**config.mk**
```make
export PLATFORM = sky130hd
export DESIGN_NAME = padded_message_deframer
export DESIGN_NICKNAME = d
export VERILOG_FILES = /design/src/design/pmd_pkg.sv /design/src/design/pmd_out_buf.sv /design/src/design/padded_message_deframer.sv
export SDC_FILE = /design/constraint.sdc
export NUM_CORES = 1
export LEC_CHECK = 0
export BUFFER_PORTS_ARGS = -buffer_cell sky130_fd_sc_hd__buf_2
export CAP_MARGIN = 20
export CORE_MARGIN = 3
export CORE_UTILIZATION = 51
export CTS_BUF_LIST = sky130_fd_sc_hd__clkbuf_4 sky130_fd_sc_hd__clkbuf_8
export DETAILED_ROUTE_END_ITERATION = 7
export PLACE_DENSITY = 0.73
export SETUP_SLACK_MARGIN = 0.15
export SLEW_MARGIN = 20
export SYNTH_ARGS = -nofsm -noshare
export SYNTH_HDL_FRONTEND = slang
export SYNTH_SLANG_ARGS = --single-unit
```
**constraint.sdc**
```tcl
create_clock -name clk -period 18.1 [get_ports clk]
set_input_delay 0.905 -clock clk [delete_from_list [all_inputs] [get_ports clk]]
set_output_delay 0.905 -clock clk [all_outputs]
set_load 0.05 [all_outputs]
```
**src/design/pmd_pkg.sv**
```systemverilog
// Package for the padded message deframer: status codes, result record,
// padded-size function and counter limits.
// Depends on nothing; imported by pmd_out_buf and padded_message_deframer.
`default_nettype none

package pmd_pkg;

  // Byte counter width and its saturation value.
  localparam int unsigned CountW = 18;
  localparam logic [CountW-1:0] CountMax = {CountW{1'b1}};

  // Smallest well-formed message: two header bytes and 32 padded bytes.
  localparam int unsigned MinTotal = 34;

  // Completion status reported on the final byte.
  typedef enum logic [2:0] {
    ST_OK          = 3'd0,
    ST_TOO_SHORT   = 3'd1,
    ST_ZERO_LENGTH = 3'd2,
    ST_SIZE_MISMTCH = 3'd3,
    ST_PAD_NONZERO = 3'd4
  } pmd_status_t;

  // One result transaction.
  typedef struct packed {
    logic [7:0]  content_byte;
    logic        content_valid;
    logic        done_res;
    logic [15:0] content_length;
    pmd_status_t status;
  } pmd_result_t;

  // Padded size for a content length. Lengths up to 32 pad to 32. Above that,
  // the chunk is 32 while the next power of two is at most 256, and an eighth
  // of that power otherwise; the length is rounded up to whole chunks.
  function automatic logic [16:0] padded_size(input logic [15:0] len);
    logic [15:0] x;
    logic [4:0]  msb;
    logic [16:0] mask;
    logic [16:0] rounded;
    x   = len - 16'd1;
    msb = 5'd0;
    for (int i = 0; i < 16; i++) begin
      if (x[i]) begin
        msb = 5'(i);
      end
    end
    // The power of two is 2^(msb+1), so an eighth of it is 2^(msb-2).
    if (msb >= 5'd8) begin
      mask = (17'd1 << (msb - 5'd2)) - 17'd1;
    end else begin
      mask = 17'd31;
    end
    rounded = ({1'b0, len} + mask) & ~mask;
    if (len <= 16'd32) begin
      rounded = 17'd32;
    end
    return rounded;
  endfunction

endpackage

`default_nettype wire

```
**src/design/pmd_out_buf.sv**
```systemverilog
// Output stage of the padded message deframer: a result register with a
// one-entry skid register behind it. Depends on pmd_pkg.
`default_nettype none

module pmd_out_buf (
  input  wire logic                clk,
  input  wire logic                rst,
  input  wire logic                push,
  input  wire pmd_pkg::pmd_result_t push_data,
  output logic                     full,
  output logic                     res_valid,
  input  wire logic                res_stall,
  output pmd_pkg::pmd_result_t     res_data
);
  import pmd_pkg::*;

  logic        skid_valid;
  pmd_result_t skid_data;
  logic        out_take;
  logic        out_load;

  // The output register takes a new result when it is empty or being drained.
  assign out_take = res_valid & ~res_stall;
  assign out_load = ~skid_valid & (~res_valid | out_take);
  assign full     = skid_valid;

  // Control: valid flags of the output and skid registers.
  always_ff @(posedge clk) begin
    if (rst) begin
      res_valid  <= 1'b0;
      skid_valid <= 1'b0;
    end else if (skid_valid) begin
      if (out_take) begin
        skid_valid <= 1'b0;
      end
    end else if (out_load) begin
      res_valid <= push;
    end else if (push) begin
      skid_valid <= 1'b1;
    end
  end

  // Payload: moves with the valid flags and needs no reset.
  always_ff @(posedge clk) begin
    if (skid_valid) begin
      if (out_take) begin
        res_data <= skid_data;
      end
    end else if (out_load) begin
      res_data <= push_data;
    end else if (push) begin
      skid_data <= push_data;
    end
  end

  // The skid register only fills behind a waiting result.
  a_skid_behind_out : assert property (@(posedge clk) disable iff (rst)
    skid_valid |-> res_valid)
    else $error("skid register holds data while output register is empty");

  // Upstream is held off while the skid register is full.
  a_no_push_when_full : assert property (@(posedge clk) disable iff (rst)
    skid_valid |-> !push)
    else $error("result pushed into a full output stage");

  // A result that meets a stalled output lands in the skid register.
  a_push_to_skid : assert property (@(posedge clk) disable iff (rst)
    (res_valid && res_stall && push) |=> skid_valid)
    else $error("result lost while output was stalled");

endmodule

`default_nettype wire

```
**src/design/padded_message_deframer.sv**
```systemverilog
// Top level of the padded message deframer: header capture, content and
// padding classification, final status. Depends on pmd_pkg and pmd_out_buf.
//
//  Channel  | Handshake            | Payload
//  ---------+----------------------+------------------------------------------
//  message  | msg_valid, msg_stall | data_byte, last_byte
//  result   | res_valid, res_stall | content_byte, content_valid, done_res,
//           |                      | content_length, status
//
// One byte is accepted per cycle while msg_stall is low; its result, if any, is
// registered in the output register, or in the skid register behind it.
// Header and non-final padding bytes give no result transaction.
// Reset clears the byte count and header state; no clearing pass follows.
// A stalled result waits in the output register while one more byte is taken
// into the skid register; msg_stall then rises until the skid drains.
`default_nettype none

module padded_message_deframer (
  input  wire logic        clk,
  input  wire logic        rst,
  input  wire logic        msg_valid,
  output logic             msg_stall,
  input  wire logic [7:0]  data_byte,
  input  wire logic        last_byte,
  output logic             res_valid,
  input  wire logic        res_stall,
  output logic [7:0]       content_byte,
  output logic             content_valid,
  output logic             done_res,
  output logic [15:0]      content_length,
  output pmd_pkg::pmd_status_t status
);
  import pmd_pkg::*;

  logic              msg_accept;
  logic [CountW-1:0] byte_count;
  logic [CountW-1:0] byte_count_next;
  logic [7:0]        length_high;
  logic [7:0]        length_high_next;
  logic [15:0]       message_length;
  logic [15:0]       message_length_next;
  logic [16:0]       frame_size;
  logic [16:0]       frame_size_next;
  logic              padding_nonzero;
  logic              padding_nonzero_next;
  logic [CountW-1:0] content_limit;
  logic [CountW:0]   total;
  logic              is_content;
  logic              push;
  pmd_result_t       result;
  pmd_result_t       res_data;
  pmd_status_t       final_status;
  logic              buf_full;

  assign msg_accept = msg_valid & ~msg_stall;
  assign msg_stall  = buf_full;

  // Content occupies the bytes after the header, up to two plus the length.
  assign content_limit = CountW'({1'b0, message_length} + 17'd2);
  assign total         = {1'b0, byte_count} + 19'd1;

  // Byte classification and state update for the byte on the input.
  always_comb begin
    byte_count_next      = byte_count;
    length_high_next     = length_high;
    message_length_next  = message_length;
    frame_size_next      = frame_size;
    padding_nonzero_next = padding_nonzero;
    is_content           = 1'b0;
    if (byte_count == '0) begin
      length_high_next = data_byte;
    end else if (byte_count == CountW'(1)) begin
      message_length_next = {length_high, data_byte};
    end else begin
      // The padded size follows from the stored length one byte later.
      if (byte_count == CountW'(2)) begin
        frame_size_next = padded_size(message_length) + 17'd2;
      end
      if (byte_count != CountMax && byte_count < content_limit) begin
        is_content = 1'b1;
      end else if (data_byte != 8'd0) begin
        padding_nonzero_next = 1'b1;
      end
    end
    if (byte_count != CountMax) begin
      byte_count_next = byte_count + CountW'(1);
    end
  end

  // Final status, first failing check wins.
  always_comb begin
    if (total < 19'(MinTotal)) begin
      final_status = ST_TOO_SHORT;
    end else if (message_length_next == 16'd0) begin
      final_status = ST_ZERO_LENGTH;
    end else if (total != {2'b00, frame_size}) begin
      final_status = ST_SIZE_MISMTCH;
    end else if (padding_nonzero_next) begin
      final_status = ST_PAD_NONZERO;
    end else begin
      final_status = ST_OK;
    end
  end

  // Result record for the byte on the input.
  always_comb begin
    push                  = msg_accept & (is_content | last_byte);
    result.content_byte   = is_content ? data_byte : 8'd0;
    result.content_valid  = is_content;
    result.done_res       = last_byte;
    result.content_length = 16'd0;
    result.status         = ST_OK;
    if (last_byte) begin
      result.status = final_status;
      if (byte_count == '0) begin
        result.content_length = {data_byte, 8'd0};
      end else begin
        result.content_length = message_length_next;
      end
    end
  end

  // Frame state; the final byte returns everything to its reset value.
  always_ff @(posedge clk) begin
    if (rst) begin
      byte_count      <= '0;
      length_high     <= '0;
      message_length  <= '0;
      frame_size      <= '0;
      padding_nonzero <= 1'b0;
    end else if (msg_accept) begin
      if (last_byte) begin
        byte_count      <= '0;
        length_high     <= '0;
        message_length  <= '0;
        frame_size      <= '0;
        padding_nonzero <= 1'b0;
      end else begin
        byte_count      <= byte_count_next;
        length_high     <= length_high_next;
        message_length  <= message_length_next;
        frame_size      <= frame_size_next;
        padding_nonzero <= padding_nonzero_next;
      end
    end
  end

  pmd_out_buf u_out_buf (
    .clk       (clk),
    .rst       (rst),
    .push      (push),
    .push_data (result),
    .full      (buf_full),
    .res_valid (res_valid),
    .res_stall (res_stall),
    .res_data  (res_data)
  );

  assign content_byte   = res_data.content_byte;
  assign content_valid  = res_data.content_valid;
  assign done_res       = res_data.done_res;
  assign content_length = res_data.content_length;
  assign status         = res_data.status;

  // The final byte of a message leaves the frame state cleared.
  a_frame_restart : assert property (@(posedge clk) disable iff (rst)
    (msg_accept && last_byte) |=> (byte_count == '0 && !padding_nonzero))
    else $error("frame state not cleared after final byte");

  // A result that is not the final one is always a content byte with no status.
  a_mid_result_content : assert property (@(posedge clk) disable iff (rst)
    (push && !last_byte) |-> (is_content && result.status == ST_OK))
    else $error("non-final result is not a plain content byte");

  // The byte counter holds at its ceiling.
  a_count_saturates : assert property (@(posedge clk) disable iff (rst)
    (msg_accept && !last_byte && byte_count == CountMax) |=> byte_count == CountMax)
    else $error("byte counter wrapped past its ceiling");

endmodule

`default_nettype wire
```
==> flow_results.org, run 1 <==
** Worst setup path
- Required time reported for the critical path endpoint :: 18.48 ns
- STA classifies the critical path endpoint as a flop.
- For this run, the slowest stage of the critical path takes 0.54 ns.
- Launching point of the worst reg2reg path :: message_length[1]$_SDFFE_PP0P_
- By instance count, the cell type seen most on the critical path is sky130_fd_sc_hd__ha_1.
- Category of the worst setup path launch point :: flop
- Launch point of the worst path :: message_length[1]$_SDFFE_PP0P_
- Crit Path Category :: flop to flop
- At the worst endpoint, the arrival time is 8.32 ns.
- Crit path max fanout :: 11
- The slowest stage of the critical path is the sky130_fd_sc_hd__or3b_1 cell.

** Clock network
- Worst skew pair latency :: 0.46 ns
- Hold repair after CTS inserted 0 buffers.
- Clk pin slew, worst setup/hold paths :: 0.08 ns
- Maximum clock path buffer count :: 2
- In this run the number of H-tree levels came out at 4.
- Number of buffers added by the clock tree synthesis step :: 17
- Postcts setup bufs :: 0
- Clock tree synthesis selected as its root buffer the cell sky130_fd_sc_hd__clkbuf_8.
- The clock drives 120 sinks.
- TritonCTS clock tree :: built
- After clock tree synthesis, the repair step resized 0 gates.

** Detailed routing
- Remaining antenna violation count :: 0
- DR iter-0 viols :: 798
- 1st-pass router iterations :: 6
- Wire per inst :: 19.8 µm
- Vias per inst :: 6.35
- Total via count in the routed design :: 8033
- Drt total wl :: 25000 µm
- After detailed routing, the number of remaining DRC violations is 0.

** GRT
- The first global-routing pass estimated 39200 µm of wire.
- After global routing the overflow that remains totals 0.
- The number of antenna violations at the first check in global routing came to 0.
- Vias in the first global route :: 7306
- Overall track demand over capacity in global routing :: 26.4%
- Largest net degree at the start of global routing :: 58

** Logic synthesis
- Most used standard cells in the synthesized netlist :: sky130_fd_sc_hd__nor2_1, sky130_fd_sc_hd__nand2_1, sky130_fd_sc_hd__dfxtp_1, sky130_fd_sc_hd__edfxtp_1, sky130_fd_sc_hd__clkbuf_1
- Average instance area after synthesis :: 8.61 µm²
- Synth cell types :: 94
- In this run, synthesis inferred 58 flip-flops with an integrated enable.
- Sequential element share of the synthesized area :: 33.7%
- Ranked by total cell area, the synthesized netlist is headed by sky130_fd_sc_hd__edfxtp_1, sky130_fd_sc_hd__dfxtp_1, sky130_fd_sc_hd__ha_1, sky130_fd_sc_hd__nor2_1, sky130_fd_sc_hd__xnor2_1.
- The most used flip-flop cell after synthesis is sky130_fd_sc_hd__dfxtp_1.
- Number of nets produced by synthesis :: 1083
- Proportion of synthesized flip-flops having asynchronous set or reset :: 0%
- The largest total area in the synthesized netlist belongs to sky130_fd_sc_hd__edfxtp_1.
- Cell area after synthesis :: 0.00885 mm²
- The most common cell in the synthesized netlist is sky130_fd_sc_hd__nor2_1.
- The synthesized design devotes to its leading area cell type 19.7% of total area.
- Number of synthesis warnings :: 0
- Number of flip-flops and latches in the synthesized netlist :: 120
- Cell count after synthesis :: 1028

** Floorplan
- The total area inside the core boundary comes to 0.0168 mm².
- From left edge to right edge, the die measures 138 µm.
- Top-level port count :: 44
- Row generation in the floorplan step produced 47 rows.
- Measured along the y axis, the die boundary spans 138 µm.
- Die footprint :: 0.0190 mm²
- Once the floorplan was initialized, standard cells occupied 52.8% of the core.

** Min path
- Class of the tightest hold or removal check :: flop to flop
- The startpoint identified for the worst hold timing path is frame_size[14]$_SDFFE_PP0P_.

** Finish
- Number of nets in the layout :: 1088
- Filler Cell Count :: 1487
- Relative to the synthesized area, the layout overhead comes to 7.94%.
- Layout cells sized above 1 :: 13.0%
- The repair_antennas step left the layout with diodes totalling 0.
- Final core utilization :: 57.0%

** Timing
- Final Hold Violating Endpoints :: 0
- Relative slew slack :: 35.4%
- Timing would allow up to 126 MHz.
- For the pin with the worst max-slew slack, the measured transition is 0.965 ns.
- Between clock sinks in the finished design, the worst skew comes to 0.0138 ns.
- The final count of pins violating max slew was 0.
- Setup repair after global routing missed its margin :: no
- Total setup violations reported at the end of the flow :: 0
- The worst path needs 7.94 ns of the cycle, external delays included.
- Adding up every negative setup slack in the final design gives 0 ns.
- In the finished design, the share of the clock period the worst path needs comes to 43.9%.

** Power
- The analysis attributes to cell leakage a power of 3.73 nW.
- Cell Pwr Density :: 64.3 mW/mm²
- Worst IR Drop VDD :: 0.0000424 V

** Placement
- Routability-driven placement finished with a final weighted congestion of 0.971.
- Sum of net half-perimeters after detailed placement :: 18300 µm
- Number of buffers inserted by port buffering :: 43

** Outcome
- Status :: finished clean

** Flow run
- Number of maximum-capacitance constraint violations :: 0
==> cell usage in the layout (no fill, tap or decap), types with 27 or more instances in the layout <==
master                     instances
sky130_fd_sc_hd__nor2_1          117
sky130_fd_sc_hd__xor2_1           31
sky130_fd_sc_hd__inv_1            27
sky130_fd_sc_hd__buf_2            43
sky130_fd_sc_hd__xnor2_1          44
sky130_fd_sc_hd__ha_1             41
sky130_fd_sc_hd__nand2_1          71
sky130_fd_sc_hd__dfxtp_1          62
sky130_fd_sc_hd__edfxtp_1         58
sky130_fd_sc_hd__a22oi_1          37
sky130_fd_sc_hd__nor3_1           27
sky130_fd_sc_hd__o21ai_0          29
sky130_fd_sc_hd__a21oi_1          46
sky130_fd_sc_hd__nand3_1          46
==> final cells by class <==
cell class / instances / area [µm²] / share of cell area [%]
Multi-Input combinational cell: 814 / 5510 / 57.6
Sequential cell: 120 / 2980 / 31.2
Clock inverter: 15 / 173 / 1.81
Inverter: 29 / 111 / 1.17
Tap cell: 220 / 275 / 2.88
Timing Repair Buffer: 51 / 275 / 2.88
Clock buffer: 17 / 234 / 2.45
==> kinds of logic after synthesis <==
family          share of synthesized area (%)
simple gates                             23.1
compound gates                           21.6
flops                                    33.7
buf+inv                                  4.20
xor+xnor                                 7.42
fa+ha+maj                                6.15
mux                                      3.80
other cells                            0.0424
==> sequential cells by signal, summed over array words and instances, names as in the netlist <==
| name | cells |
|---|---|
| message_length | 16 |
| padding_nonzero | 1 |
| u_out_buf.full | 1 |
| length_high | 8 |
| u_out_buf.res_valid | 1 |
| frame_size | 17 |
| u_out_buf.skid_data | 29 |
| u_out_buf.res_data | 29 |
| byte_count | 18 |
==> metrics by stage <==
| stage | setup slack, ns | instance area (µm²) | instances | hold WS [ns] | total power [mW] |
|---|---|---|---|---|---|
| after global routing | 9.49 | 9560 | 1266 | 0.486 | 0.633 |
| after detailed placement | 10.30 | 9150 | 1234 | 0.466 | 0.370 |
| after CTS | 10.24 | 9550 | 1266 | 0.477 | 0.616 |
| after global placement | 10.47 | 9150 | 1234 | 0.458 | 0.369 |
| final | 10.16 | 9560 | 1266 | 0.473 | 0.614 |
| after floorplan | 11.13 | 8850 | 1028 | 0.439 | 0.352 |
==> report_power, final <==
part           internal (mW)  switching, mW  total (mW)  leakage, nW
combinational         0.0179         0.0510      0.0689         2.41
sequential             0.292        0.00341       0.295         1.11
clock                  0.117          0.133       0.250        0.203
==> worst paths after layout <==
kind	cells past startpoint	slack (ns)	to
setup / recovery	27	10.16	frame_size[16]$_SDFFE_PP0P_
hold / removal	2	0.47	frame_size[14]$_SDFFE_PP0P_
setup reg to reg	27	10.16	frame_size[16]$_SDFFE_PP0P_
hold reg to reg	2	0.47	frame_size[14]$_SDFFE_PP0P_
==> layer usage <==
metal	vias to the layer above	global-route usage, %	part of all wire, %
li1	3837	-	-
met1	3825	35.6	44
met3	54	5.30	6.8
met5	-	0	0
met2	317	41.6	46
met4	0	10.7	3.3
==> critical path, delay by kind of cell, from the launching register on <==
family,cells,cell delay [ns]
buffers and inverters,3,0.58
adder cells (fa/ha/maj),4,1.34
AO/OA/AOI/OAI,9,2.67
XOR/XNOR,3,0.84
flip-flops,1,0.43
AND/OR/NAND/NOR,8,1.98
Power figures use the tool's default switching activity.
==> inputs of run 2 (changes only) <==
PLACE_DENSITY = 0.76   (was 0.73)
clock period = 7.05 ns   (was 18.1 ns; I/O delays follow)
==> flow_results.org, run 2 (synthesized netlist as in run 1, its figures left out) <==
** Detailed routing
- Metal2 WL :: 11900 µm
- Vias per inst :: 6.39
- Drt total wl :: 25600 µm
- The routed layout has 8252 vias.
- Wire per inst :: 19.8 µm
- Routed met1 length :: 11000 µm
- Remaining antenna violation count :: 0
- Summed over all nets, wire length on met3 after detailed routing comes to 1980 µm.
- The first TritonRoute pass finished after 5 iterations.
- Residual DRC :: 0
- Signal routing reaches up to met4.
- The detailed router finished its first iteration with 864 violations.

** Worst setup path
- In this run the worst path has a maximum fanout of 10.
- Across all register-to-register paths, the minimum setup slack is 0.55 ns.
- On the worst path, the slowest cell contributes a delay of 0.52 ns.
- The critical path in this run is classified as flop to flop.
- Among all stages on the critical path, the largest delay is contributed by sky130_fd_sc_hd__nor4_4.
- Reg2Reg Depth :: 24
- The worst setup path is captured at a flop.
- Required time reported for the critical path endpoint :: 7.43 ns
- Number of buffer and inverter stages on the critical path :: 1
- Ordered cell list for the critical path :: nor4_4, nand2_1, o221ai_2, nand3_2, nor2_1, nor2_1, ha_2, buf_4, or3_1, a211oi_2, xnor2_2, nand2_1, ha_1, and3_1, and3_1, a221oi_2, o21ai_2, a311oi_2, a21boi_1, or3b_4, a2111oi_4, nand4_1, xor2_1, o21ai_1
- Launching point of the worst reg2reg path :: message_length[7]$_SDFFE_PP0P_
- Family with the most delay on the worst path :: simple AND/OR/NAND/NOR gates
- Logic depth of the worst path, buffers included :: 24
- Crit path arrival time :: 6.88 ns
- Launch point of the worst path :: message_length[7]$_SDFFE_PP0P_
- STA classifies the critical path startpoint as a flop.

** Finish
- The net count of the finished layout is 1114.
- Counting the fill cells in the layout gives 1493.
- Post-route insts no fill :: 1292
- Compared with the post-synthesis result, the final layout area differs by 11.8%.
- Final core utilization :: 59.1%
- Highest-count cells in the layout ignoring fill and taps :: sky130_fd_sc_hd__nor2_1, sky130_fd_sc_hd__nand2_1, sky130_fd_sc_hd__dfxtp_1, sky130_fd_sc_hd__edfxtp_1, sky130_fd_sc_hd__nand3_1
- The sequential cells in the finished layout cover a total of 0.00298 mm².
- Leading cell type in the layout, fill and taps excluded :: sky130_fd_sc_hd__nor2_1
- Layout cells sized above 1 :: 17.1%
- Largest registers :: u_out_buf.res_data: 29 flops, u_out_buf.skid_data: 29 flops, byte_count: 18 flops
- Summing all multi-input logic gate instances after layout gives 0.00562 mm².
- 0 antenna diodes ended up in the layout.

** Clock network
- Counting along the longest clock path gives a buffer depth of 2.
- Clock-pin slew was measured on the worst setup and hold paths at 0.09 ns.
- In this run the number of H-tree levels came out at 4.
- Clk Tree Root Cell :: sky130_fd_sc_hd__clkbuf_8
- Number of clock sinks seen by CTS :: 120
- Number of buffers added by the clock tree synthesis step :: 17
- TritonCTS built the clock tree.
- Worst skew pair latency :: 0.46 ns

** Power
- P_leak :: 3.91 nW
- The worst-case IR drop observed on VDD is 0.000153 V.
- Cell Pwr Density :: 166 mW/mm²

** Floorplan
- The core region is 0.0168 mm².
- Overall die width :: 138 µm
- Top-level port count :: 44
- Die height :: 138 µm
- Die footprint :: 0.0190 mm²
- Starting density of the core :: 52.8%
- Placement Rows :: 47

** GRT
- The number of antenna violations at the first check in global routing is 0.
- Across every metal layer, demand over resource in global routing totals 26.5%.
- The total overflow left after global routing is 0.
- Largest net degree at the start of global routing :: 58
- The via count of the first global-routing pass is 7484.
- Global-route wire length before repair :: 39700 µm

** Timing
- Final Hold Violating Endpoints :: 0
- Setup repair after global routing missed its margin :: no
- Setup Total Neg Slack :: 0 ns
- Fin crit period :: 6.50 ns
- For the pin with the worst max-slew slack, the measured transition is 0.941 ns.
- In the finished design, the share of the clock period the worst path needs comes to 92.3%.
- Total setup violations reported at the end of the flow :: 0
- Upper clock frequency limit :: 154 MHz
- The final count of pins violating max slew came to 0.
- Measured against its own limit, the worst slew margin works out to 37.1%.
- Fin Clk Skew :: 0.0164 ns

** Outcome
- The run finished with clean final reports.

** Min path
- Min-Delay Path Depth :: 3
- In this run the worst hold path is classified as input pin to flop.
- The worst hold path begins at data_byte[7].

** Placement
- GPL Wtd Cong :: 0.969
- Input and output buffers added on the ports amount to 43.
- The number of placed instances, taps included, is 1253.
- The HPWL after detailed placement is 17800 µm.

** Flow run
- The tool flagged a number of max-cap violations equal to 0.
-- run 2: power by group --
group	switching (mW)	internal, mW	total (mW)
clock	0.341	0.367	0.708
sequential	0.00923	0.750	0.759
combinational	0.132	0.0474	0.179
-- run 2: final timing paths --
| path | end |
|---|---|
| worst max-delay path | frame_size[16]$_SDFFE_PP0P_ |
| worst min-delay path | length_high[7]$_SDFFE_PP0P_ |
| worst max register to register | frame_size[16]$_SDFFE_PP0P_ |
| worst min register to register | frame_size[13]$_SDFFE_PP0P_ |
-- run 2: stage by stage --
stage | area [µm²] | setup slack [ns] | power [mW] | hold WS, ns
final | 9900 | 0.546 | 1.65 | 0.233
after global routing | 9900 | 0.152 | 1.68 | 0.226
after CTS | 9740 | 0.252 | 1.65 | 0.216
after detailed placement | 9300 | 0.301 | 0.948 | 0.460
after global placement | 9300 | 0.362 | 0.946 | 0.454
after floorplan | 8860 | 0.277 | 0.902 | 0.439
-- run 2: worst min-delay path, stage by stage --
cell and delay (ns):
sky130_fd_sc_hd__buf_2 0.15, sky130_fd_sc_hd__a22oi_1 0.08, sky130_fd_sc_hd__nor2_1 0.08
-- run 2: timing repair --
action | CTS | global route
hold buffers | 0 | 0
resized for setup | 0 | 25
setup buffers | 0 | 7
endpoints found under the setup margin | 0 | 8
-- run 2: routing by layer --
layer / up-vias / global-route usage, %
met5: - / 0
met4: 0 / 9.55
met3: 80 / 4.46
met2: 395 / 42.5
met1: 3905 / 36.1
li1: 3872 / -
-- run 2: final cells by class --
class,count,share of cell area [%]
multi-input cells,814,56.8
flip-flops and latches,120,30.1
repair buffers,77,4.75
well taps,220,2.78
clock buffers,17,2.36
clock inverters,15,2.07
inverters,29,1.12
